===== src/rtl/tas_pkg.sv =====
// shared types, widths, constants and the arctangent table of the tilt angle block
package tas_pkg;

    localparam int SAMPLE_W  = 16;
    localparam int PERIOD_W  = 17;
    localparam int LIMIT_W   = 16;
    localparam int TILT_W    = 16;
    localparam int LEVEL_W   = 16;

    // square root: radicand (x*x + y*y) * 2^16 and the bit-per-cell root
    localparam int SQ_W      = 48;
    localparam int ROOT_W    = 24;

    // cordic datapath and angle accumulator (degrees, 16 fraction bits)
    localparam int XY_W      = 27;
    localparam int ACC_W     = 26;
    localparam int ACC_FRAC  = 16;
    localparam int TABLE_LEN = 24;

    // level division: 3600 * 2^f = 2^(f+4) * 225, the odd part by reciprocal
    localparam int DIV_ODD     = 225;
    localparam int RECIP_SHIFT = 30;
    localparam int RECIP_W     = 23;
    localparam int RECIP       = 4772185;
    localparam int Q1_W        = 22;

    localparam logic [PERIOD_W-1:0] PWM_PERIOD_RESET  = 17'd25000;
    localparam logic [LIMIT_W-1:0]  ANGLE_LIMIT_RESET = 16'd23040;

    typedef logic [0:0] cfg_addr_t;
    localparam cfg_addr_t CFG_PWM_PERIOD  = 1'b0;
    localparam cfg_addr_t CFG_ANGLE_LIMIT = 1'b1;

    typedef struct packed {
        logic [SQ_W-1:0]            rem;
        logic [SQ_W-1:0]            root;
        logic signed [SAMPLE_W-1:0] z;
        logic                       invalid;
    } sqrt_t;

    typedef struct packed {
        logic signed [XY_W-1:0]  x;
        logic signed [XY_W-1:0]  y;
        logic signed [ACC_W-1:0] acc;
        logic                    invalid;
    } cordic_t;

    typedef struct packed {
        logic [TILT_W-1:0]  tilt;
        logic [LEVEL_W-1:0] level;
        logic               over;
        logic               invalid;
    } result_t;

    // atan(2^-i) in degrees times 2^16, rounded to nearest
    function automatic logic signed [ACC_W-1:0] atan_q16(input int idx);
        logic signed [ACC_W-1:0] val;
        unique case (idx)
            0:       val = 26'sd2949120;
            1:       val = 26'sd1740967;
            2:       val = 26'sd919879;
            3:       val = 26'sd466945;
            4:       val = 26'sd234379;
            5:       val = 26'sd117304;
            6:       val = 26'sd58666;
            7:       val = 26'sd29335;
            8:       val = 26'sd14668;
            9:       val = 26'sd7334;
            10:      val = 26'sd3667;
            11:      val = 26'sd1833;
            12:      val = 26'sd917;
            13:      val = 26'sd458;
            14:      val = 26'sd229;
            15:      val = 26'sd115;
            16:      val = 26'sd57;
            17:      val = 26'sd29;
            18:      val = 26'sd14;
            19:      val = 26'sd7;
            20:      val = 26'sd4;
            21:      val = 26'sd2;
            22:      val = 26'sd1;
            default: val = 26'sd0;
        endcase
        return val;
    endfunction

endpackage


===== src/rtl/tas_servo.sv =====
// angle clamp and rounding, limit flag and pwm compare level over five stages
module tas_servo #(
    parameter int ANGLE_FRAC_BITS = 8
) (
    input  logic                             aclk,
    input  logic                             aresetn,
    input  logic                             en,
    input  logic                             in_valid,
    input  tas_pkg::cordic_t                 in_data,
    input  logic [tas_pkg::PERIOD_W-1:0]     pwm_period,
    input  logic [tas_pkg::LIMIT_W-1:0]      angle_limit,
    output logic                             out_valid,
    output tas_pkg::result_t                 out_data
);

    localparam int ACC_W    = tas_pkg::ACC_W;
    localparam int TILT_W   = tas_pkg::TILT_W;
    localparam int Q1_W     = tas_pkg::Q1_W;
    localparam int CLAMP_W  = 24;
    localparam int RND_W    = CLAMP_W + 1;
    localparam int SH       = tas_pkg::ACC_FRAC - ANGLE_FRAC_BITS;
    localparam int FULL     = 180 << ANGLE_FRAC_BITS;
    localparam int TILT_MAX = (FULL > 65535) ? 65535 : FULL;
    localparam int SUM_W    = $clog2(FULL + TILT_MAX + 1);
    localparam int PROD_W   = tas_pkg::PERIOD_W + SUM_W;
    localparam int DIV_SH   = ANGLE_FRAC_BITS + 4;
    localparam int SCL_W    = Q1_W + tas_pkg::RECIP_W;

    localparam logic signed [ACC_W-1:0] ACC_TOP = ACC_W'(180 << tas_pkg::ACC_FRAC);
    localparam logic [RND_W-1:0]        HALF    = RND_W'(1) << (SH - 1);

    // stage 1: clamped and rounded tilt
    logic              s1_valid_reg;
    logic [TILT_W-1:0] s1_tilt_reg, s1_tilt_next;
    logic              s1_invalid_reg;
    logic [CLAMP_W-1:0] acc_c;
    logic [RND_W-1:0]   rnd;

    always_comb begin
        if (in_data.acc[ACC_W-1]) begin
            acc_c = '0;
        end else if (in_data.acc > ACC_TOP) begin
            acc_c = CLAMP_W'(ACC_TOP);
        end else begin
            acc_c = in_data.acc[CLAMP_W-1:0];
        end
        rnd = ({1'b0, acc_c} + HALF) >> SH;
        if (rnd > RND_W'(FULL)) begin
            rnd = RND_W'(FULL);
        end
        if (rnd > RND_W'(TILT_MAX)) begin
            rnd = RND_W'(TILT_MAX);
        end
        s1_tilt_next = in_data.invalid ? '0 : rnd[TILT_W-1:0];
    end

    // stage 2: limit flag and (180 + angle) in output lsbs
    logic              s2_valid_reg;
    logic [TILT_W-1:0] s2_tilt_reg;
    logic [SUM_W-1:0]  s2_sum_reg;
    logic              s2_over_reg;
    logic              s2_invalid_reg;

    // stage 3: period times the sum
    logic              s3_valid_reg;
    logic [TILT_W-1:0] s3_tilt_reg;
    logic [PROD_W-1:0] s3_prod_reg;
    logic              s3_over_reg;
    logic              s3_invalid_reg;

    // stage 4: power of two part of the divisor dropped, reciprocal of 225 applied
    logic              s4_valid_reg;
    logic [TILT_W-1:0] s4_tilt_reg;
    logic [Q1_W-1:0]   s4_q1_reg;
    logic [SCL_W-1:0]  s4_scaled_reg;
    logic              s4_over_reg;
    logic              s4_invalid_reg;
    logic [Q1_W-1:0]   q1;

    assign q1 = Q1_W'(s3_prod_reg >> DIV_SH);

    // stage 5: quotient estimate is low by at most one
    logic              s5_valid_reg;
    tas_pkg::result_t  s5_reg, s5_next;
    logic [Q1_W-1:0]   est;
    logic [Q1_W-1:0]   chk;

    always_comb begin
        est = Q1_W'(s4_scaled_reg >> tas_pkg::RECIP_SHIFT);
        chk = s4_q1_reg - Q1_W'(est * Q1_W'(tas_pkg::DIV_ODD));
        if (chk >= Q1_W'(tas_pkg::DIV_ODD)) begin
            est = est + Q1_W'(1);
        end
        s5_next.tilt    = s4_tilt_reg;
        s5_next.level   = est[tas_pkg::LEVEL_W-1:0];
        s5_next.over    = s4_over_reg;
        s5_next.invalid = s4_invalid_reg;
    end

    always_ff @(posedge aclk) begin
        if (!aresetn) begin
            s1_valid_reg <= 1'b0;
            s2_valid_reg <= 1'b0;
            s3_valid_reg <= 1'b0;
            s4_valid_reg <= 1'b0;
            s5_valid_reg <= 1'b0;
        end else if (en) begin
            s1_valid_reg <= in_valid;
            s2_valid_reg <= s1_valid_reg;
            s3_valid_reg <= s2_valid_reg;
            s4_valid_reg <= s3_valid_reg;
            s5_valid_reg <= s4_valid_reg;
        end
    end

    always_ff @(posedge aclk) begin
        if (en) begin
            s1_tilt_reg    <= s1_tilt_next;
            s1_invalid_reg <= in_data.invalid;

            s2_tilt_reg    <= s1_tilt_reg;
            s2_sum_reg     <= SUM_W'(FULL) + SUM_W'(s1_tilt_reg);
            s2_over_reg    <= (s1_tilt_reg > angle_limit);
            s2_invalid_reg <= s1_invalid_reg;

            s3_tilt_reg    <= s2_tilt_reg;
            s3_prod_reg    <= PROD_W'(pwm_period) * PROD_W'(s2_sum_reg);
            s3_over_reg    <= s2_over_reg;
            s3_invalid_reg <= s2_invalid_reg;

            s4_tilt_reg    <= s3_tilt_reg;
            s4_q1_reg      <= q1;
            s4_scaled_reg  <= SCL_W'(q1) * SCL_W'(tas_pkg::RECIP);
            s4_over_reg    <= s3_over_reg;
            s4_invalid_reg <= s3_invalid_reg;

            s5_reg         <= s5_next;
        end
    end

    assign out_valid = s5_valid_reg;
    assign out_data  = s5_reg;

endmodule


===== config.mk =====
export PLATFORM = sky130hd
export DESIGN_NAME = tas_servo
export DESIGN_NICKNAME = d
export VERILOG_FILES = /design/src/rtl/tas_pkg.sv /design/src/rtl/tas_servo.sv
export SDC_FILE = /design/constraint.sdc
export NUM_CORES = 2
export LEC_CHECK = 0
export ABC_AREA = 0
export BUFFER_PORTS_ARGS = -buffer_cell sky130_fd_sc_hd__buf_2
export CAP_MARGIN = 25
export CORE_MARGIN = 2
export CORE_UTILIZATION = 46
export DETAILED_ROUTE_END_ITERATION = 16
export HOLD_SLACK_MARGIN = 0.06
export SKIP_LAST_GASP = 1
export SLEW_MARGIN = 20
export SYNTH_ARGS = -nofsm -noshare
export SYNTH_HDL_FRONTEND = slang
export SYNTH_SLANG_ARGS = --single-unit

===== constraint.sdc =====
create_clock -name aclk -period 11.2 [get_ports aclk]
set_clock_uncertainty 0.05 [all_clocks]
set_input_delay 3.36 -clock aclk [delete_from_list [all_inputs] [get_ports aclk]]
set_output_delay 3.36 -clock aclk [all_outputs]
set_load 0.02 [all_outputs]

==> flow_summary.toml <==
[drt]
drcViolationCount = 0
routed_wl_um = 55800
drt_first_iter_violations = 724
routed_via_density = 5.05
drtAntennaViolNets = 0
first_pass_iters = 5
vias = 16900
post_drt_wl_per_cell_um = 16.7

[sta]
finalMaxSlewViolations = 0
setup_viol = 0
rsz0062_at_grt = "no"
maxSlewHeadroom = 0.362
finalHoldViolCount = 0
fmaxAchievable_ghz = 0.103
period_share = 0.870
tns_ns = 0
tightest_slew_ns = 0.957
post-route-min-period_ns = 9.74

[clock_network]
cts_buffers = 17
cts_tree = "yes"
cts_htree_levels = 4
cts_root_buf = "clkbuf_16"
clk_latency_ns = 0.45
post_cts_buffers = 0
cts_resized = 0
path_clk_slew_ns = 0.07
ctsHoldBuffers = 0
cts.sinks = 176
clk_path_buf_depth = 2

[layout]
seq_area_um2 = 5240
fillers = 5127
antenna_cells = 0
final_util = 0.497
area_growth_pct = 7.31
largest_reg_flops = 34
multi_input_area_um2 = 18100
nNetsFinal = 3534
drive_above_1_share = 0.0575

[setup_path]
critical_path_depth = 21
arrival_ns = 9.88
cp-end-kind = "register"
crit_buf_inv = 5
slowest_stage = "a2111oi_0"
crit_fanout = 17
critPathLaunchType = "input pin"
reg2reg_from = "s2_tilt_reg[2]"
path_cells = "buf_2 > nand2_1 > fa_1 > fa_1 > inv_1 > fa_1 > inv_1 > fa_1 > fa_1 > fa_1 > inv_1 > ha_1 > a2111oi_0 > inv_1 > o311a_1 > o221ai_1 > o21ai_0 > nor2b_1 > nor3_1 > nand2b_1 > a21oi_1"
r2r_cells = 20
path_delay_family = "adder cells"
startpoint = "pwm_period[10]"
crit_top_cell = "fa_1"
crit_required_ns = 11.34
slowest_delay_ns = 0.73
crit_type = "input pin to register"

[logic_synthesis]
syn-cell-area_um2 = 26000
yosysMostFrequentCell = "inv_1"
synth_top_area_frac = 0.305
synth_commonest_cells = "inv_1, ha_1, fa_1, nand2_1, edfxtp_1"
syn-instance-count = 2508
syn_avg_cell_area_um2 = 10.4
yosys.area.top_type = "fa_1"
yosysSeqAreaShare = 0.202
synth.distinct_cells = 68
yosys_register_bits = 176
ys.flop_type = "edfxtp_1"
synth_edf_count = 171
async_flop_share = 0
synth_area_leaders = "fa_1, ha_1, edfxtp_1"
syn-num-nets = 3463
synth-warning-count = 0

[floorplanning]
chipHeight_um = 242
rows = 87
die_w_um = 242
core_um2 = 56100
die_area_um2 = 58400
start_util = 0.463
ios = 153

[run_status]
status = "completed"

[global_route]
grt_pass1_vias = 18500
grt_pass1_wl_um = 94000
grt_use_total = 0.202
antenna_found_initial = 0
grt_overflow = 0
grt_max_degree = 102

[placed_design]
gp_congestion = 0.869
dpl.hpwl_um = 45500
port_buffers = 98

[worst_hold_path]
min_from = "s2_tilt_reg[12]"
whs_path_depth = 0
hold_class = "register to register"

[job]
cap_violations = 0
==> worst reg2reg max path, delay by kind of cell, from the launching register on <==
family | cells | cell delay, ns
adder cells (fa/ha/maj) | 7 | 3.39
buffers and inverters | 4 | 0.29
AO/OA/AOI/OAI | 5 | 1.71
flip-flops | 1 | 0.85
AND/OR/NAND/NOR | 4 | 0.78
==> layer usage <==
| layer | track usage | part of all wire | vias to the layer above |
|---|---|---|---|
| li1 | - | - | 8024 |
| met1 | 0.267 | 0.45 | 8463 |
| met2 | 0.352 | 0.50 | 319 |
| met3 | 0.0203 | 0.030 | 86 |
| met4 | 0.0581 | 0.023 | 0 |
| met5 | 0 | 0 | - |
==> per-stage QoR <==
stage	area [um2]	hold slack (ns)	worst slack (ns)	instances
after CTS	27900	0.367	1.45	3348
after global placement	27200	0.351	1.04	3316
final	27900	0.365	1.46	3348
after floorplan	26000	0.350	1.72	2508
after global routing	27900	0.370	1.10	3348
after detailed placement	27200	0.355	0.976	3316
==> final cells by class <==
cell class	count	area share
Multi-Input combinational cell	1641	0.650
Sequential cell	176	0.188
Inverter	643	0.0866
Tap cell	756	0.0340
Timing Repair Buffer	100	0.0184
Clock buffer	19	0.0159
Clock inverter	13	0.00728
==> kinds of logic after synthesis <==
logic type	Yosys count	share of synthesized area
DFF	176	0.202
buffers and inverters	691	0.101
xor gates and xnor gates	78	0.0263
muxes	12	0.00472
adders and majority gates	837	0.518
and+or+nand+nor	530	0.102
AOI/OAI and AO/OA	184	0.0467
==> worst paths after layout <==
path,endpoint,slack [ns]
max,s3_prod_reg[32],1.46
min,s3_tilt_reg[12],0.36
max reg2reg,s3_prod_reg[32],3.88
min reg2reg,s3_tilt_reg[12],0.36
==> placed cells by master (no fill, tap or decap), types with 4 or more instances in the layout <==
cell       synthesis  final
nand2_1          212    212
nor2_1            55     55
xnor2_1           55     55
a21o_1            22     22
a21oi_1           50     50
fa_1             395    395
o211ai_1          10     10
nor2b_1           18     18
or4_1              4      4
ha_1             442    442
mux2i_1           10     10
nand4b_1           4      4
clkbuf_16          0     17
and2_1           132    132
nor3_1            15     15
a211oi_1          11     11
o21a_1            11     11
edfxtp_1         171    171
bufinv_16          0      4
nand3_1           28     28
buf_2              0     97
o21bai_1           6      6
and3_1             6      6
xor2_1            23     23
or2_2              6      6
inv_1            643    643
nand2b_1          10     10
nand4_1           15     15
o21ai_0           34     34
o31ai_1            5      5
nor3b_1            4      4
dfxtp_1            5      5
Power is not shown: default switching activity piles up to over one toggle a cycle in this logic, so the estimate is an artifact.
