### src/rtl/tas_pkg.sv
// shared types, widths, constants and the arctangent table of the tilt angle block
package tas_pkg;

    localparam int SAMPLE_W  = 16;
    localparam int PERIOD_W  = 17;
    localparam int LIMIT_W   = 16;
    localparam int TILT_W    = 16;
    localparam int LEVEL_W   = 16;

    // square root: radicand (x*x + y*y) * 2^16 and the bit-per-cell root
    localparam int SQ_W      = 48;
    localparam int ROOT_W    = 24;

    // cordic datapath and angle accumulator (degrees, 16 fraction bits)
    localparam int XY_W      = 27;
    localparam int ACC_W     = 26;
    localparam int ACC_FRAC  = 16;
    localparam int TABLE_LEN = 24;

    // level division: 3600 * 2^f = 2^(f+4) * 225, the odd part by reciprocal
    localparam int DIV_ODD     = 225;
    localparam int RECIP_SHIFT = 30;
    localparam int RECIP_W     = 23;
    localparam int RECIP       = 4772185;
    localparam int Q1_W        = 22;

    localparam logic [PERIOD_W-1:0] PWM_PERIOD_RESET  = 17'd25000;
    localparam logic [LIMIT_W-1:0]  ANGLE_LIMIT_RESET = 16'd23040;

    typedef logic [0:0] cfg_addr_t;
    localparam cfg_addr_t CFG_PWM_PERIOD  = 1'b0;
    localparam cfg_addr_t CFG_ANGLE_LIMIT = 1'b1;

    typedef struct packed {
        logic [SQ_W-1:0]            rem;
        logic [SQ_W-1:0]            root;
        logic signed [SAMPLE_W-1:0] z;
        logic                       invalid;
    } sqrt_t;

    typedef struct packed {
        logic signed [XY_W-1:0]  x;
        logic signed [XY_W-1:0]  y;
        logic signed [ACC_W-1:0] acc;
        logic                    invalid;
    } cordic_t;

    typedef struct packed {
        logic [TILT_W-1:0]  tilt;
        logic [LEVEL_W-1:0] level;
        logic               over;
        logic               invalid;
    } result_t;

    // atan(2^-i) in degrees times 2^16, rounded to nearest
    function automatic logic signed [ACC_W-1:0] atan_q16(input int idx);
        logic signed [ACC_W-1:0] val;
        unique case (idx)
            0:       val = 26'sd2949120;
            1:       val = 26'sd1740967;
            2:       val = 26'sd919879;
            3:       val = 26'sd466945;
            4:       val = 26'sd234379;
            5:       val = 26'sd117304;
            6:       val = 26'sd58666;
            7:       val = 26'sd29335;
            8:       val = 26'sd14668;
            9:       val = 26'sd7334;
            10:      val = 26'sd3667;
            11:      val = 26'sd1833;
            12:      val = 26'sd917;
            13:      val = 26'sd458;
            14:      val = 26'sd229;
            15:      val = 26'sd115;
            16:      val = 26'sd57;
            17:      val = 26'sd29;
            18:      val = 26'sd14;
            19:      val = 26'sd7;
            20:      val = 26'sd4;
            21:      val = 26'sd2;
            22:      val = 26'sd1;
            default: val = 26'sd0;
        endcase
        return val;
    endfunction

endpackage

### src/rtl/tas_sqrt_cell.sv
// one cell of the square root chain: settles one root bit per cycle while en is high
module tas_sqrt_cell #(
    parameter int STAGE = 0
) (
    input  logic           aclk,
    input  logic           aresetn,
    input  logic           en,
    input  logic           in_valid,
    input  tas_pkg::sqrt_t in_data,
    output logic           out_valid,
    output tas_pkg::sqrt_t out_data
);

    localparam int W = tas_pkg::SQ_W;
    localparam logic [W-1:0] BIT_VAL = W'(1) << (2 * (tas_pkg::ROOT_W - 1 - STAGE));

    logic           valid_reg;
    tas_pkg::sqrt_t data_reg;
    tas_pkg::sqrt_t data_next;
    logic [W-1:0]   trial;

    always_comb begin
        trial     = in_data.root + BIT_VAL;
        data_next = in_data;
        if (in_data.rem >= trial) begin
            data_next.rem  = in_data.rem - trial;
            data_next.root = (in_data.root >> 1) + BIT_VAL;
        end else begin
            data_next.root = in_data.root >> 1;
        end
    end

    always_ff @(posedge aclk) begin
        if (!aresetn) begin
            valid_reg <= 1'b0;
        end else if (en) begin
            valid_reg <= in_valid;
        end
    end

    always_ff @(posedge aclk) begin
        if (en) begin
            data_reg <= data_next;
        end
    end

    assign out_valid = valid_reg;
    assign out_data  = data_reg;

endmodule

### config.mk
export PLATFORM = sky130hd
export DESIGN_NAME = tas_sqrt_cell
export DESIGN_NICKNAME = d
export VERILOG_FILES = /design/src/rtl/tas_pkg.sv /design/src/rtl/tas_sqrt_cell.sv
export SDC_FILE = /design/constraint.sdc
export NUM_CORES = 1
export LEC_CHECK = 0
export BUFFER_PORTS_ARGS = -buffer_cell sky130_fd_sc_hd__buf_2
export CORE_ASPECT_RATIO = 0.6
export CORE_UTILIZATION = 55
export CTS_BUF_LIST = sky130_fd_sc_hd__clkbuf_8
export CTS_CLUSTER_SIZE = 20
export DETAILED_ROUTE_END_ITERATION = 8
export GPL_ROUTABILITY_DRIVEN = 0
export PLACE_DENSITY = 0.86
export SYNTH_ARGS = -nofsm -noshare
export SYNTH_HDL_FRONTEND = slang
export SYNTH_SLANG_ARGS = --single-unit
### constraint.sdc
create_clock -name aclk -period 6.15 [get_ports aclk]
set_clock_uncertainty 0.15 [all_clocks]
set_input_delay 0.615 -clock aclk [delete_from_list [all_inputs] [get_ports aclk]]
set_output_delay 0.615 -clock aclk [all_outputs]
set_load 0.05 [all_outputs]
==> metrics.csv, run 1 <==
stage,metric,value,unit
cells_and_area,fin nets,1053,
detailed_routing,detailed-route wire length per cell,17.8,microns
power,VDD IR max,192,uV
status,outcome,"finished, final reports clean",
synth,share of the synthesized area in the top cell type,47.5,%
floorplan,Die Height,90.3,microns
detailed_routing,vias per cell,5.78,
timing,relative slew slack,45.5,%
worst_setup_path,worst-path cell chain,"buf_2, inv_1, ha_1, nand4_1, nor4_1, nand2_1, o21ai_1, o31ai_2, a31oi_4, buf_4, or4b_1, nand3_1",
synth,ys async rst share,0,%
timing,Fin. Hold Viols,0,
timing,worst-margin pin slew,0.818,ns
power,Comb power frac,33.0,%
timing,minimum clock period,4.02,ns
worst_setup_path,WP depth,12,
worst_setup_path,"Max FO, Critical Path",56,
global_route,largest net degree at the start of global routing,64,
hold_path,Hold Crit Class,in2reg,
clock_tree,Post-CTS Setup Inserts,0,
synth,number of enable flip-flop cells after synthesis,113,
detailed_routing,Detail Route Antenna Nets,0,
timing,final worst-path cycle share,65.3,%
cells_and_area,design area,8840,sq um
synth,library cells used by synthesis,63,
worst_setup_path,CP required,6.31,ns
placed_design,Area after DPL,8380,sq um
run,Max-Cap Viols,0,
worst_setup_path,Critical Path Max Stage Delay,0.67,ns
placed_design,HPWL after detailed placement,14.3,mm
floorplan,Rows,31,
worst_setup_path,critical path arrival,4.17,ns
floorplan,# IOs,231,
clock_tree,Clock Latency Late Sink,0.43,ns
clock_tree,CTS buffer count,17,
placed_design,I/O Buffers,230,
synth,Synth area leader,edfxtp_1,
timing,# setup viols final,0,
power,internal power,1.72,mW
detailed_routing,Vias,6155,
synth,ys flop type,edfxtp_1,
timing,fmax,0.249,GHz
clock_tree,CTS Hold Bufs,0,
synth,"Net Count, Synth",830,
worst_setup_path,Worst setup EP type,flop,
worst_setup_path,CP top delay family,simple AND/OR/NAND/NOR gates,
timing,fin. max-slew vios,0,
detailed_routing,Residual DRC,0,
clock_tree,"CTS clk-pin slew, worst paths",0.08,ns
worst_setup_path,worst r2r src,out_valid$_SDFFE_PN0P_,
worst_setup_path,CP Buf/Inv Count,3,
cells_and_area,Diodes inserted,0,
clock_tree,H-Tree Depth,4,
detailed_routing,Initial DRC Count,538,
synth,synth top area cells,"edfxtp_1, ha_1, mux2_2",
clock_tree,Max Root-Sink Buffers,2,
power,LEAKAGE,3.93,nW
cells_and_area,"Area growth, synth to finish",23.8,%
power,sequential power share,36.3,%
worst_setup_path,RR Endpoint,out_valid$_SDFFE_PN0P_,
worst_setup_path,Reg2Reg Depth,2,
floorplan,Initial Util,57.9,%
detailed_routing,"wirelength, routed",19.0,mm
floorplan,die width,149,microns
synth,Post-Syn Area,7140,sq um
global_route,first-pass GRT wire length,29.0,mm
clock_tree,post_cts resized,0,
cells_and_area,fraction of layout cells with a size suffix above 1,34.8,%
synth,Yosys warning count,0,
worst_setup_path,type of the worst setup path,in2reg,
global_route,vias in the first global route,5646,
power,power density over the cells,306,nW/um^2
synth,"Seq/Total Area, Yosys",47.8,%
floorplan,core area,12300,sq um
clock_tree,root buf cell,clkbuf_8,
clock_tree,CTS tree,built,
clock_tree,CTS Sinks,114,
worst_setup_path,Worst Setup SP,in_data[30],
worst_setup_path,CP endpoint,out_data[112]$_DFFE_PP_,
worst_setup_path,minimum setup slack among reg-to-reg paths,5.40,ns
synth,synthesized instance count,664,
cells_and_area,fin util,71.7,%
power,clock network fraction of design power,30.7,%
synth,Yosys reg bits,114,
timing,final setup TNS,0,ns
global_route,initial antenna violation count,0,
power,net switching power,0.989,mW
detailed_routing,drt pass-1 iters,7,
worst_setup_path,Worst path slowest cell,buf_4,
floorplan,total die area,13500,sq um
synth,Avg Inst Size Synth,10.8,sq um
cells_and_area,filler instances,943,
global_route,GRT Overall Usage,28.2,%
worst_setup_path,CP Launch Type,primary input,
global_route,final global-route overflow total,0,
timing,RSZ-0062 raised after global routing,false,
power,Net Sw Frac,36.5,%
[worst register-to-register path, delay by kind of cell, from the launching register on]
family | cells | cell delay, ns
multiplexers | 1 | 0.13
flip-flops | 1 | 0.31
AND/OR/NAND/NOR | 1 | 0.06
[cells in the mapped netlist, types with 3 or more instances]
master	count
nor3_1	11
and2_1	4
nand3_1	12
nand3b_1	6
o21ai_0	32
a31oi_1	10
nand4_1	15
nor2b_1	8
buf_2	15
o21a_1	10
mux2_2	42
o211ai_1	4
nand2_1	44
a21oi_1	62
edfxtp_1	113
or3_1	5
and3_1	4
o21ai_1	3
clkbuf_1	8
mux2i_1	3
xor2_1	18
nor2_1	31
inv_1	53
ha_1	48
o21bai_1	6
clkbuf_2	3
nand2b_1	8
o2111ai_1	3
a21o_1	19
xnor2_1	25
[power groups by stage]
stage               Sequential, mW  Combinational, mW  Clock, mW
floorplan                     1.30              0.357          0
global placement             0.997              0.865          0
detailed placement           0.999              0.879          0
CTS                          0.984              0.886      0.840
global route                 0.990              0.945      0.880
finish                       0.983              0.895      0.833
[registers in the layout (all words and copies together) (netlist names)]
signal and cells:
out_data 113, out_valid 1
[placed cells by master (no fill, tap or decap), types with 11 or more instances in the layout]
master / synthesis / routed
xnor2_1: 25 / 25
nor3_1: 11 / 11
xor2_1: 18 / 18
nand2_1: 44 / 44
ha_1: 48 / 48
a21o_1: 19 / 19
clkbuf_8: 0 / 17
nand3_1: 12 / 12
nor2_1: 31 / 31
a21oi_1: 62 / 62
edfxtp_1: 113 / 113
buf_2: 15 / 229
inv_1: 53 / 53
mux2_2: 42 / 42
nand4_1: 15 / 15
o21ai_0: 32 / 32
[metal layers]
metal / global-route usage (%) / vias up / wire length, microns
met5: 0 / - / 0
met3: 7.22 / 32 / 1850
met1: 40.7 / 2858 / 8770
met4: 8.93 / 0 / 332
met2: 41.4 / 346 / 8050
li1: - / 2919 / -
[area by class of cell]
type | count | area [sq um] | share of cell area, %
multi-input combinational | 469 | 3390 | 38.4
inverter | 53 | 199 | 2.25
clock buffer | 17 | 234 | 2.65
clock inverter | 15 | 229 | 2.59
tap | 165 | 206 | 2.33
timing repair buffer | 232 | 1170 | 13.2
sequential | 114 | 3410 | 38.6
[metrics by stage]
stage | std cells | total power, mW | setup slack [ns] | hold WS, ns
2_1_floorplan | 664 | 1.66 | 2.94 | 0.564
3_3_place_gp | 1033 | 1.86 | 1.98 | 0.347
3_5_place_dp | 1033 | 1.88 | 1.90 | 0.358
4_1_cts | 1065 | 2.71 | 2.31 | 0.181
5_1_grt | 1065 | 2.82 | 2.09 | 0.168
6_report | 1065 | 2.71 | 2.13 | 0.196
[worst min-delay path by stage]
stage	slack [ns]	end	cells past startpoint	start
after floorplan	0.56	out_data[0]$_DFFE_PP_	0	in_data[0]
after global placement	0.35	out_valid$_SDFFE_PN0P_	2	out_valid$_SDFFE_PN0P_
after detailed placement	0.36	out_valid$_SDFFE_PN0P_	2	out_valid$_SDFFE_PN0P_
after CTS	0.18	out_data[14]$_DFFE_PP_	1	in_data[14]
after global routing	0.17	out_data[10]$_DFFE_PP_	1	in_data[10]
final	0.20	out_data[11]$_DFFE_PP_	1	in_data[11]
[cell families after synthesis]
kind of cell    synth area share, %
compound gates                 15.3
xor+xnor                       5.27
fa+ha+maj                      8.69
buf+inv                        4.68
flops                          47.8
mux                            7.04
simple gates                   11.3
Power figures use the tool's default switching activity.
==> run 2, diff against run 1 <==
CORE_UTILIZATION = 53   (was 55)
PLACE_DENSITY = 0.83   (was 0.86)
clock period = 3.8 ns   (was 6.15 ns; I/O delays follow)
==> metrics.csv, run 2 (same netlist as run 1, synthesis figures left out) <==
stage,metric,value,unit
status,outcome,"finished, final reports clean",
clock_tree,Clock Latency Late Sink,0.43,ns
placed_design,HPWL after detailed placement,14.9,mm
timing,minimum clock period,3.63,ns
cells_and_area,fin nets,1133,
cells_and_area,filler instances,944,
power,LEAKAGE,4.24,nW
detailed_routing,"wirelength, routed",20.5,mm
cells_and_area,Finished Layout Cells,1150,
worst_setup_path,minimum setup slack among reg-to-reg paths,3.05,ns
run,Max-Cap Viols,0,
detailed_routing,detailed-route wire length per cell,17.8,microns
cells_and_area,"Area growth, synth to finish",33.9,%
clock_tree,root buf cell,clkbuf_8,
clock_tree,CTS Sinks,114,
detailed_routing,Detail Route Antenna Nets,0,
timing,final setup TNS,0,ns
global_route,first-pass GRT wire length,32.0,mm
cells_and_area,most frequent cells in the layout,"buf_2, edfxtp_1, a21oi_1, dlygate4sd3_1, inv_1",
floorplan,Rows,32,
global_route,vias in the first global route,6145,
placed_design,Area after DPL,8490,sq um
global_route,GRT Overall Usage,29.4,%
floorplan,Die Height,91.9,microns
cells_and_area,fraction of layout cells with a size suffix above 1,34.0,%
clock_tree,Max Root-Sink Buffers,2,
timing,# setup viols final,0,
floorplan,die width,152,microns
clock_tree,H-Tree Depth,4,
worst_setup_path,critical path arrival,3.67,ns
global_route,largest net degree at the start of global routing,55,
floorplan,Initial Util,55.1,%
detailed_routing,drt pass-1 iters,5,
detailed_routing,vias per cell,5.67,
worst_setup_path,"Max FO, Critical Path",7,
timing,RSZ-0062 raised after global routing,false,
detailed_routing,Vias,6523,
detailed_routing,Initial DRC Count,648,
floorplan,core area,13000,sq um
power,VDD IR max,276,uV
timing,final worst-path cycle share,95.5,%
hold_path,min-delay src,in_data[18],
floorplan,# IOs,231,
worst_setup_path,Worst setup EP type,flop,
timing,Fin. Hold Viols,0,
worst_setup_path,Worst Setup SP,in_data[32],
worst_setup_path,type of the worst setup path,in2reg,
global_route,initial antenna violation count,1,
worst_setup_path,worst r2r src,out_valid$_SDFFE_PN0P_,
clock_tree,CTS buffer count,17,
timing,fin. max-slew vios,0,
cells_and_area,Largest register FFs,113,
detailed_routing,Residual DRC,0,
power,Design Power,4.28,mW
timing,worst-margin pin slew,0.721,ns
power,power density over the cells,448,nW/um^2
floorplan,total die area,14000,sq um
cells_and_area,design area,9560,sq um
placed_design,I/O Buffers,230,
timing,fmax,0.276,GHz
clock_tree,"CTS clk-pin slew, worst paths",0.08,ns
clock_tree,CTS tree,built,
cells_and_area,"most common cell after layout, fill and taps aside",buf_2,
placed_design,cell count after placement,1050,
timing,relative slew slack,52.0,%
worst_setup_path,CP required,3.84,ns
cells_and_area,Diodes inserted,0,
hold_path,Hold Crit Class,in2reg,
worst_setup_path,CP Launch Type,primary input,
global_route,final global-route overflow total,0,
-- run 2: cell count changes in the layout (fill, tap and decap cells not counted) --
cell and delta:
inv_6 +1, a22oi_1 -1, a22oi_2 +1, nor4_2 +1
bufinv_16 -4, dlygate4sd3_1 +62, buf_12 +2, inv_8 +2
buf_4 +16, clkinvlp_4 +3, clkinv_4 -1, clkinv_2 -1
nor4_1 -1
-- run 2: layer usage --
layer,vias to the layer above,GRT usage [%],routed length (microns)
met2,361,44.8,9030
li1,3082,-,-
met4,2,8.25,267
met5,-,0,10
met1,3045,41.3,9270
met3,33,7.84,1930
-- run 2: area by class of cell --
cell class                 instances  area, sq um  share of cell area (%)
sequential                       114         3410                    35.7
multi-input combinational        469         3410                    35.6
timing repair buffer             312         1950                    20.4
clock buffer                      17          234                    2.45
tap                              170          213                    2.22
inverter                          53          199                    2.08
clock inverter                    15          149                    1.56
-- run 2: worst paths after layout --
kind,end,cells after the start
setup / recovery,out_data[107]$_DFFE_PP_,13
hold / removal,out_data[17]$_DFFE_PP_,1
setup reg to reg,out_valid$_SDFFE_PN0P_,2
hold reg to reg,out_valid$_SDFFE_PN0P_,2
-- run 2: critical path, cell delays in order --
cell	delay, ns
dlygate4sd3_1	0.52
buf_2	0.11
inv_1	0.05
ha_1	0.40
a21oi_1	0.27
o21ai_0	0.23
a221oi_1	0.34
o21ai_0	0.13
o21ai_1	0.29
a21oi_1	0.16
o21a_1	0.20
or3_1	0.31
a31o_2	0.27
-- run 2: through the flow --
| stage | util (%) | hold slack [ns] | setup WS, ns |
|---|---|---|---|
| 2_1_floorplan | - | 0.329 | 0.824 |
| 6_report | 73.7 | 0.0297 | 0.171 |
| 3_5_place_dp | 65.5 | 0.359 | 0.0866 |
| 4_1_cts | 73.2 | 0.0102 | 0.0547 |
| 5_1_grt | 73.7 | 0.0103 | 0.0180 |
| 3_3_place_gp | 65.5 | 0.348 | 0.164 |
-- run 2: report_power, final --
part / switching (mW) / internal (mW)
Combinational: 1.04 / 0.525
Sequential: 0.0344 / 1.55
Clock: 0.599 / 0.535
-- run 2: what timing repair did --
| action | 4_1_cts | 5_1_grt |
|---|---|---|
| endpoints found under the hold margin | 62 | 0 |
| buffers inserted | 0 | 6 |
| hold buffers | 62 | 0 |
| resized for setup | 0 | 2 |
| endpoints found under the setup margin | 0 | 46 |
