[src/rtl/tas_pkg.sv]
// shared types, widths, constants and the arctangent table of the tilt angle block
package tas_pkg;

    localparam int SAMPLE_W  = 16;
    localparam int PERIOD_W  = 17;
    localparam int LIMIT_W   = 16;
    localparam int TILT_W    = 16;
    localparam int LEVEL_W   = 16;

    // square root: radicand (x*x + y*y) * 2^16 and the bit-per-cell root
    localparam int SQ_W      = 48;
    localparam int ROOT_W    = 24;

    // cordic datapath and angle accumulator (degrees, 16 fraction bits)
    localparam int XY_W      = 27;
    localparam int ACC_W     = 26;
    localparam int ACC_FRAC  = 16;
    localparam int TABLE_LEN = 24;

    // level division: 3600 * 2^f = 2^(f+4) * 225, the odd part by reciprocal
    localparam int DIV_ODD     = 225;
    localparam int RECIP_SHIFT = 30;
    localparam int RECIP_W     = 23;
    localparam int RECIP       = 4772185;
    localparam int Q1_W        = 22;

    localparam logic [PERIOD_W-1:0] PWM_PERIOD_RESET  = 17'd25000;
    localparam logic [LIMIT_W-1:0]  ANGLE_LIMIT_RESET = 16'd23040;

    typedef logic [0:0] cfg_addr_t;
    localparam cfg_addr_t CFG_PWM_PERIOD  = 1'b0;
    localparam cfg_addr_t CFG_ANGLE_LIMIT = 1'b1;

    typedef struct packed {
        logic [SQ_W-1:0]            rem;
        logic [SQ_W-1:0]            root;
        logic signed [SAMPLE_W-1:0] z;
        logic                       invalid;
    } sqrt_t;

    typedef struct packed {
        logic signed [XY_W-1:0]  x;
        logic signed [XY_W-1:0]  y;
        logic signed [ACC_W-1:0] acc;
        logic                    invalid;
    } cordic_t;

    typedef struct packed {
        logic [TILT_W-1:0]  tilt;
        logic [LEVEL_W-1:0] level;
        logic               over;
        logic               invalid;
    } result_t;

    // atan(2^-i) in degrees times 2^16, rounded to nearest
    function automatic logic signed [ACC_W-1:0] atan_q16(input int idx);
        logic signed [ACC_W-1:0] val;
        unique case (idx)
            0:       val = 26'sd2949120;
            1:       val = 26'sd1740967;
            2:       val = 26'sd919879;
            3:       val = 26'sd466945;
            4:       val = 26'sd234379;
            5:       val = 26'sd117304;
            6:       val = 26'sd58666;
            7:       val = 26'sd29335;
            8:       val = 26'sd14668;
            9:       val = 26'sd7334;
            10:      val = 26'sd3667;
            11:      val = 26'sd1833;
            12:      val = 26'sd917;
            13:      val = 26'sd458;
            14:      val = 26'sd229;
            15:      val = 26'sd115;
            16:      val = 26'sd57;
            17:      val = 26'sd29;
            18:      val = 26'sd14;
            19:      val = 26'sd7;
            20:      val = 26'sd4;
            21:      val = 26'sd2;
            22:      val = 26'sd1;
            default: val = 26'sd0;
        endcase
        return val;
    endfunction

endpackage

[src/rtl/tas_cordic_cell.sv]
// one vectoring cordic micro-rotation with its fixed shift and table angle
module tas_cordic_cell #(
    parameter int STAGE = 0
) (
    input  logic             aclk,
    input  logic             aresetn,
    input  logic             en,
    input  logic             in_valid,
    input  tas_pkg::cordic_t in_data,
    output logic             out_valid,
    output tas_pkg::cordic_t out_data
);

    localparam logic signed [tas_pkg::ACC_W-1:0] ANGLE = tas_pkg::atan_q16(STAGE);

    logic                            valid_reg;
    tas_pkg::cordic_t                data_reg;
    tas_pkg::cordic_t                data_next;
    logic signed [tas_pkg::XY_W-1:0] dx;
    logic signed [tas_pkg::XY_W-1:0] dy;

    always_comb begin
        dx        = in_data.y >>> STAGE;
        dy        = in_data.x >>> STAGE;
        data_next = in_data;
        // rotate towards the x axis, y sign picks the direction
        if (!in_data.y[tas_pkg::XY_W-1]) begin
            data_next.x   = in_data.x + dx;
            data_next.y   = in_data.y - dy;
            data_next.acc = in_data.acc + ANGLE;
        end else begin
            data_next.x   = in_data.x - dx;
            data_next.y   = in_data.y + dy;
            data_next.acc = in_data.acc - ANGLE;
        end
    end

    always_ff @(posedge aclk) begin
        if (!aresetn) begin
            valid_reg <= 1'b0;
        end else if (en) begin
            valid_reg <= in_valid;
        end
    end

    always_ff @(posedge aclk) begin
        if (en) begin
            data_reg <= data_next;
        end
    end

    assign out_valid = valid_reg;
    assign out_data  = data_reg;

endmodule

[config.mk]
export PLATFORM = sky130hd
export DESIGN_NAME = tas_cordic_cell
export DESIGN_NICKNAME = d
export VERILOG_FILES = /design/src/rtl/tas_pkg.sv /design/src/rtl/tas_cordic_cell.sv
export SDC_FILE = /design/constraint.sdc
export NUM_CORES = 1
export LEC_CHECK = 0
export BUFFER_PORTS_ARGS = -buffer_cell sky130_fd_sc_hd__buf_2
export CAP_MARGIN = 20
export CORE_AREA = 8 8 162 118
export CTS_CLUSTER_SIZE = 8
export DETAILED_ROUTE_END_ITERATION = 16
export DIE_AREA = 0 0 170 126
export PLACE_DENSITY = 0.7
export SLEW_MARGIN = 20
export SYNTH_ARGS = -nofsm -noshare
export SYNTH_HDL_FRONTEND = slang
export SYNTH_SLANG_ARGS = --single-unit
[constraint.sdc]
create_clock -name aclk -period 5.68 [get_ports aclk]
set_input_delay 0.568 -clock aclk [delete_from_list [all_inputs] [get_ports aclk]]
set_output_delay 0.568 -clock aclk [all_outputs]
set_load 0.05 [all_outputs]
==> impl_metrics.env, run 1 <==
export IMPL_clk_pin_slew_ns=0.06
export IMPL_power_density_nw_per_um2=275.9
export IMPL_place_area_um2=8579
export IMPL_fill_cells=1601
export IMPL_min_period_ns=3.115
export IMPL_postSynthCellCount=842
export IMPL_final_hold_violation_count=0
export IMPL_synthMuxAreaShare_pct=1.709
export IMPL_die_y_um=126
export IMPL_wl_per_cell_um=20.05
export IMPL_clk_latency_ns=0.33
export IMPL_top_layer_used="met5"
export IMPL_ant_nets=0
export IMPL_yosysUniqueCellTypes=75
export IMPL_rows=40
export IMPL_post_cts_buffers=0
export IMPL_holdBufCountCts=0
export IMPL_crit_required_ns=5.75
export IMPL_synth_top_family_by_area="compound AO/OA/AOI/OAI gates"
export IMPL_cts_buffer_depth=2
export IMPL_async_flop_share_pct=0
export IMPL_grt_max_degree=82
export IMPL_ys_seq_elements=81
export IMPL_mappedNetlistArea_um2=7612
export IMPL_synth_xor_xnor_area_share_pct=6.558
export IMPL_antenna_found_initial=2
export IMPL_grt_pass1_vias=6661
export IMPL_h_tree_depth=3
export IMPL_core_um2=16720
export IMPL_grt_usage_pct=22.02
export IMPL_total_leakage_power_nw=3.921
export IMPL_port_buffers=166
export IMPL_final_area_um2=8875
export IMPL_synth_area_leaders="edfxtp_1 32%, ha_1 16%, a21oi_1 6.4%"
export IMPL_finalWirelength_mm=24.50
export IMPL_multi_input_area_um2=4677
export IMPL_fin_crit_sh_pct=54.84
export IMPL_synthSimpleGateAreaFrac_pct=12.52
export IMPL_synth_edf_count=80
export IMPL_first_pass_iters=6
export IMPL_overflow=0
export IMPL_status="finished, final reports clean"
export IMPL_setup_viol=0
export IMPL_final_max_slew_viol_count=0
export IMPL_ioPinCount=167
export IMPL_synthToLayoutAreaGrowth_pct=16.58
export IMPL_cts_tree="built"
export IMPL_route_layer_met1_wl_mm=12.00
export IMPL_start_util_pct=45.54
export IMPL_maxCapViolations=0
export IMPL_seqCellArea_um2=2422
export IMPL_worst_path_max_fanout=4
export IMPL_cts_sinks=81
export IMPL_drive_above_1_share_pct=21.39
export IMPL_cp_arrival_ns=3.18
export IMPL_dieArea_um2=21420
export IMPL_diodes=0
export IMPL_dp_hpwl_mm=20.12
export IMPL_yosysSeqAreaShare_pct=31.82
export IMPL_synthAdderAreaFrac_pct=16.67
export IMPL_crit_type="in -> reg"
export IMPL_synth_compound_area_share_pct=23.98
export IMPL_cts_root_buf="clkbuf_16"
export IMPL_grt_pass1_wl_mm=37.51
export IMPL_via_count=7015
export IMPL_drtIter0Drc=869
export IMPL_die_x_um=170
export IMPL_fmax_mhz=321.0
export IMPL_finClkSkew_ns=0
export IMPL_synth_net_count=1026
export IMPL_total_power_mw=2.448
export IMPL_startpoint_type="input port"
export IMPL_hold_path_class="in -> reg"
export IMPL_timing_slew_headroom_pct=33.00
export IMPL_end_kind="register"
export IMPL_synth_top_area_share_pct=31.56
export IMPL_wl_met2_mm=8.767
export IMPL_wl_met3_mm=3.559
export IMPL_gp_congestion=0.9974
export IMPL_synth_main_ff_cell="edfxtp_1"
export IMPL_yosys_area_top_type="edfxtp_1"
export IMPL_finalSetupTns_ns=0
export IMPL_cts_inserted_buffers=9
export IMPL_worst_slew_pin_slew_ns=1.005
export IMPL_yosys_warnings=0
export IMPL_drc=0
export IMPL_grt_setup_unrepaired="false"
export IMPL_layout_nets=1170
export IMPL_synth_avg_cell_area_um2=9.041
export IMPL_cts_resized_gates=0
export IMPL_vias_per_cell=5.741
export IMPL_vdd_ir_drop_max_v=0.0001521
[path summary, 6_finish.rpt]
check / startpoint / depth (start not counted) / slack [ns] / end
worst max-delay path: in_data[27] / 12 / 2.57 / out_data[49]
worst min-delay path: in_data[3] / 1 / 0.41 / out_data[3]
worst min register to register: out_valid / 2 / 0.52 / out_valid
worst max register to register: out_valid / 2 / 5.09 / out_valid
[cell type report]
| cell class | instances | area share, % |
|---|---|---|
| multi-input cells | 636 | 52.70 |
| flip-flops and latches | 81 | 27.29 |
| repair buffers | 168 | 9.559 |
| inverters | 90 | 3.863 |
| well taps | 231 | 3.257 |
| clock buffers | 10 | 2.580 |
| clock inverters | 6 | 0.7472 |
[critical path, cell delays in order]
cell	delay, ns
buf_2	0.11
inv_1	0.05
ha_1	0.22
fa_1	0.39
or2b_1	0.27
a21oi_1	0.24
a2111oi_2	0.09
o31ai_1	0.52
a31oi_1	0.23
o211ai_1	0.22
o21ai_1	0.12
xnor2_1	0.16
[metrics by stage]
stage	instances	hold slack (ns)	worst slack, ns	utilization, %
6_report	1222	0.4094	2.565	53.09
5_1_grt	1222	0.4015	2.294	53.09
4_1_cts	1222	0.3989	2.568	53.09
3_5_place_dp	1206	0.5132	2.226	51.32
3_3_place_gp	1206	0.4989	2.308	51.32
2_1_floorplan	842	0.6669	2.817	-
[per-layer routing]
metal  GRT usage, %  up-vias
met2          27.60      441
met1          34.35     3251
li1               -     3301
met3          8.240       18
met5              0        -
met4          3.909        4
[Yosys cell counts, types with 4 or more instances]
cell type  number
nand2_1        41
o2111ai_1       4
nand3_1        15
nand4_1         7
a31oi_1        11
or3_1           5
xnor2_1        51
mux2i_1        13
ha_1           95
nor3_1         14
inv_1          83
xor2_1          6
nor2_1         63
buf_2          10
and2_1          4
clkbuf_1       16
a21o_1         12
nor2b_1        15
a211oi_1        4
a21oi_1        97
buf_1           5
and3_1          4
clkinv_1        4
o21bai_1       15
o21ai_0        49
nand2b_1        9
o21a_1         11
fa_1            4
o211ai_1        8
o31ai_1         6
nor3b_1         4
edfxtp_1       80
o21ai_1        10
[placed cells by master, fill, tap and decap left out, types with 5 or more instances in the layout]
master | netlist | layout
a31oi_1 | 11 | 11
mux2i_1 | 13 | 13
o31ai_1 | 6 | 6
nand2_1 | 41 | 41
buf_2 | 10 | 165
o211ai_1 | 8 | 8
nor3_1 | 14 | 14
xnor2_1 | 51 | 51
or3_1 | 5 | 5
inv_1 | 83 | 83
o21bai_1 | 15 | 15
a21oi_1 | 97 | 97
nand2b_1 | 9 | 9
nand4_1 | 7 | 7
o21a_1 | 11 | 11
edfxtp_1 | 80 | 80
ha_1 | 95 | 95
o21ai_1 | 10 | 10
nor2b_1 | 15 | 15
clkinv_1 | 4 | 5
xor2_1 | 6 | 6
clkbuf_16 | 0 | 9
a21o_1 | 12 | 12
o21ai_0 | 49 | 49
nor2_1 | 63 | 63
nand3_1 | 15 | 15
[state kept, by name, indices dropped and copies added, names as in the netlist]
| signal | cells |
|---|---|
| out_data | 80 |
| out_valid | 1 |
[logic make-up (layout without fill, tap and decap cells)]
family,Yosys count,in the layout
muxes,13,13
and+or+nand+nor,195,195
adders and majority gates,99,99
buffers and inverters,125,274
AOI/OAI and AO/OA,272,272
xor gates and xnor gates,57,57
DFF,81,81
[where the power goes]
group,internal [mW],switching (mW)
Combinational,0.300,0.770
Clock,0.341,0.232
Sequential,0.776,0.0282
No activity file was read; power rests on OpenSTA's default activity.
==> run 2: changes to the inputs <==
--- a/config.mk
+++ b/config.mk
@@ -11,7 +11,7 @@
 export CTS_CLUSTER_SIZE = 8
 export DETAILED_ROUTE_END_ITERATION = 16
 export DIE_AREA = 0 0 170 126
-export PLACE_DENSITY = 0.7
+export PLACE_DENSITY = 0.72
 export SLEW_MARGIN = 20
 export SYNTH_ARGS = -nofsm -noshare
 export SYNTH_HDL_FRONTEND = slang
==> constraint.sdc (replaced) <==
create_clock -name aclk -period 2.7 [get_ports aclk]
set_input_delay 0.27 -clock aclk [delete_from_list [all_inputs] [get_ports aclk]]
set_output_delay 0.27 -clock aclk [all_outputs]
set_load 0.05 [all_outputs]
==> impl_metrics.env, run 2 (synthesis results as in run 1) <==
export IMPL_grt_pass1_vias=7214
export IMPL_drc=0
export IMPL_worst_path_max_fanout=2
export IMPL_holdCritStartpoint="in_data[5]"
export IMPL_die_y_um=126
export IMPL_clk_pin_slew_ns=0.07
export IMPL_cts_inserted_buffers=9
export IMPL_start_util_pct=45.54
export IMPL_cp_arrival_ns=2.77
export IMPL_cts_root_buf="clkbuf_16"
export IMPL_cp_slowest_cell="a2111oi_0"
export IMPL_grt_pass1_wl_mm=40.57
export IMPL_port_buffers=166
export IMPL_synthToLayoutAreaGrowth_pct=34.68
export IMPL_grt_setup_unrepaired="false"
export IMPL_drive_above_1_share_pct=33.28
export IMPL_ant_nets=0
export IMPL_finClkSkew_ns=0
export IMPL_diodes=0
export IMPL_min_period_ns=2.670
export IMPL_overflow=0
export IMPL_status="finished, final reports clean"
export IMPL_power_density_nw_per_um2=549.4
export IMPL_maxCapViolations=0
export IMPL_final_hold_violation_count=0
export IMPL_cts_buffer_depth=2
export IMPL_first_pass_iters=6
export IMPL_worstPathCellList="buf_2 > inv_1 > ha_1 > a21o_1 > buf_4 > a21o_1 > a21oi_1 > o21bai_1 > a2111oi_0 > nand2_1 > o21ai_1 > xnor2_1 > buf_4"
export IMPL_wl_per_cell_um=18.89
export IMPL_final_common_cell="buf_4"
export IMPL_end_kind="register"
export IMPL_total_leakage_power_nw=4.792
export IMPL_vias_per_cell=5.425
export IMPL_crit_family="compound AO/OA/AOI/OAI gates"
export IMPL_h_tree_depth=3
export IMPL_dieArea_um2=21420
export IMPL_holdWs_ns=0.1170
export IMPL_rrSetupSlack_ns=2.12
export IMPL_fin_util_pct=61.33
export IMPL_layout_nets=1342
export IMPL_clk_latency_ns=0.33
export IMPL_final_area_um2=10250
export IMPL_core_um2=16720
export IMPL_crit_type="in -> reg"
export IMPL_worst_slew_pin_slew_ns=0.6327
export IMPL_hold_path_class="in -> reg"
export IMPL_final_cell_mix="171 x buf_4, 165 x buf_2, 96 x a21oi_1"
export IMPL_whs_endpoint="out_data[5]"
export IMPL_grt_usage_pct=23.85
export IMPL_crit_required_ns=2.80
export IMPL_grt_max_degree=82
export IMPL_place_area_um2=9921
export IMPL_crit_buf_inv=4
export IMPL_rows=40
export IMPL_fmax_mhz=374.5
export IMPL_rr_worst_depth=2
export IMPL_setup_viol=0
export IMPL_finalSetupTns_ns=0
export IMPL_dp_hpwl_mm=22.39
export IMPL_holdPathStages=1
export IMPL_antenna_found_initial=0
export IMPL_dp_slack_ns=-0.1837
export IMPL_cts_sinks=81
export IMPL_timing_slew_headroom_pct=56.73
export IMPL_finalWirelength_mm=26.33
export IMPL_die_x_um=170
export IMPL_post_cts_buffers=0
export IMPL_max_stage_delay_ns=0.64
export IMPL_drtIter0Drc=845
export IMPL_gp_congestion=0.9743
export IMPL_worstReg2RegEnd="out_valid"
export IMPL_vdd_ir_drop_max_v=0.0003367
export IMPL_ioPinCount=167
export IMPL_fin_crit_sh_pct=98.89
export IMPL_timing_final_ws_setup_ns=0.02998
export IMPL_r2r_start="out_valid"
export IMPL_largest_reg_flops=80
export IMPL_startpoint_type="input port"
export IMPL_final_max_slew_viol_count=0
export IMPL_cts_tree="built"
export IMPL_via_count=7563
==> run 2: changes by cell type in the layout (fill, tap and decap cells not counted), sizes merged <==
cell / change
buf: +172
bufinv: +1
clkbuf: -1
clkinv: +1
clkinvlp: -2
inv: +1
==> run 2: what timing repair did <==
item,4_1_cts,5_1_grt
setup endpoints to repair,0,3
hold buffers,0,0
resized for setup,0,2
==> run 2: worst max-delay path by stage <==
stage | startpoint | to | cells after the start
after floorplan | in_data[27] | out_data[47] | 11
after global placement | in_data[35] | out_data[77] | 13
after detailed placement | in_data[35] | out_data[77] | 13
after CTS | in_data[35] | out_data[77] | 13
after global routing | in_data[27] | out_data[49] | 13
final | in_data[35] | out_data[77] | 13
==> run 2: where the power goes <==
part           internal, mW  switching [mW]
logic                 0.914            1.71
registers              1.63          0.0568
clock network         0.821           0.499
==> run 2: cell type report <==
type | count | area, um^2
clock inverter | 7 | 102.6
fill | 1537 | 6464
multi-input combinational | 636 | 4681
tap | 231 | 289.0
clock buffer | 9 | 225.2
sequential | 81 | 2422
inverter | 90 | 342.8
timing repair buffer | 340 | 2190
==> run 2: routing by layer <==
layer  share of wire [%]  routed length [um]  global-route usage [%]  vias to the layer above
met2                  36                9393                   30.33                      433
met5                   0                   0                       0                        -
met4                0.59                 155                   3.755                        0
met1                  50               13190                   38.05                     3467
met3                  14                3596                   7.210                       13
li1                    -                   -                       -                     3650
==> run 2: per-stage QoR <==
step,std cells,total power [mW]
final,1394,5.632
after global routing,1394,5.869
after CTS,1394,5.611
after detailed placement,1378,4.289
after global placement,1378,4.253
after floorplan,842,3.311
==> run 2: worst register-to-register path, delay by kind of cell, from the launching register on <==
kind | cells | cell delay (ns)
AND/OR/NAND/NOR | 1 | 0.05
multiplexers | 1 | 0.12
flip-flops | 1 | 0.31
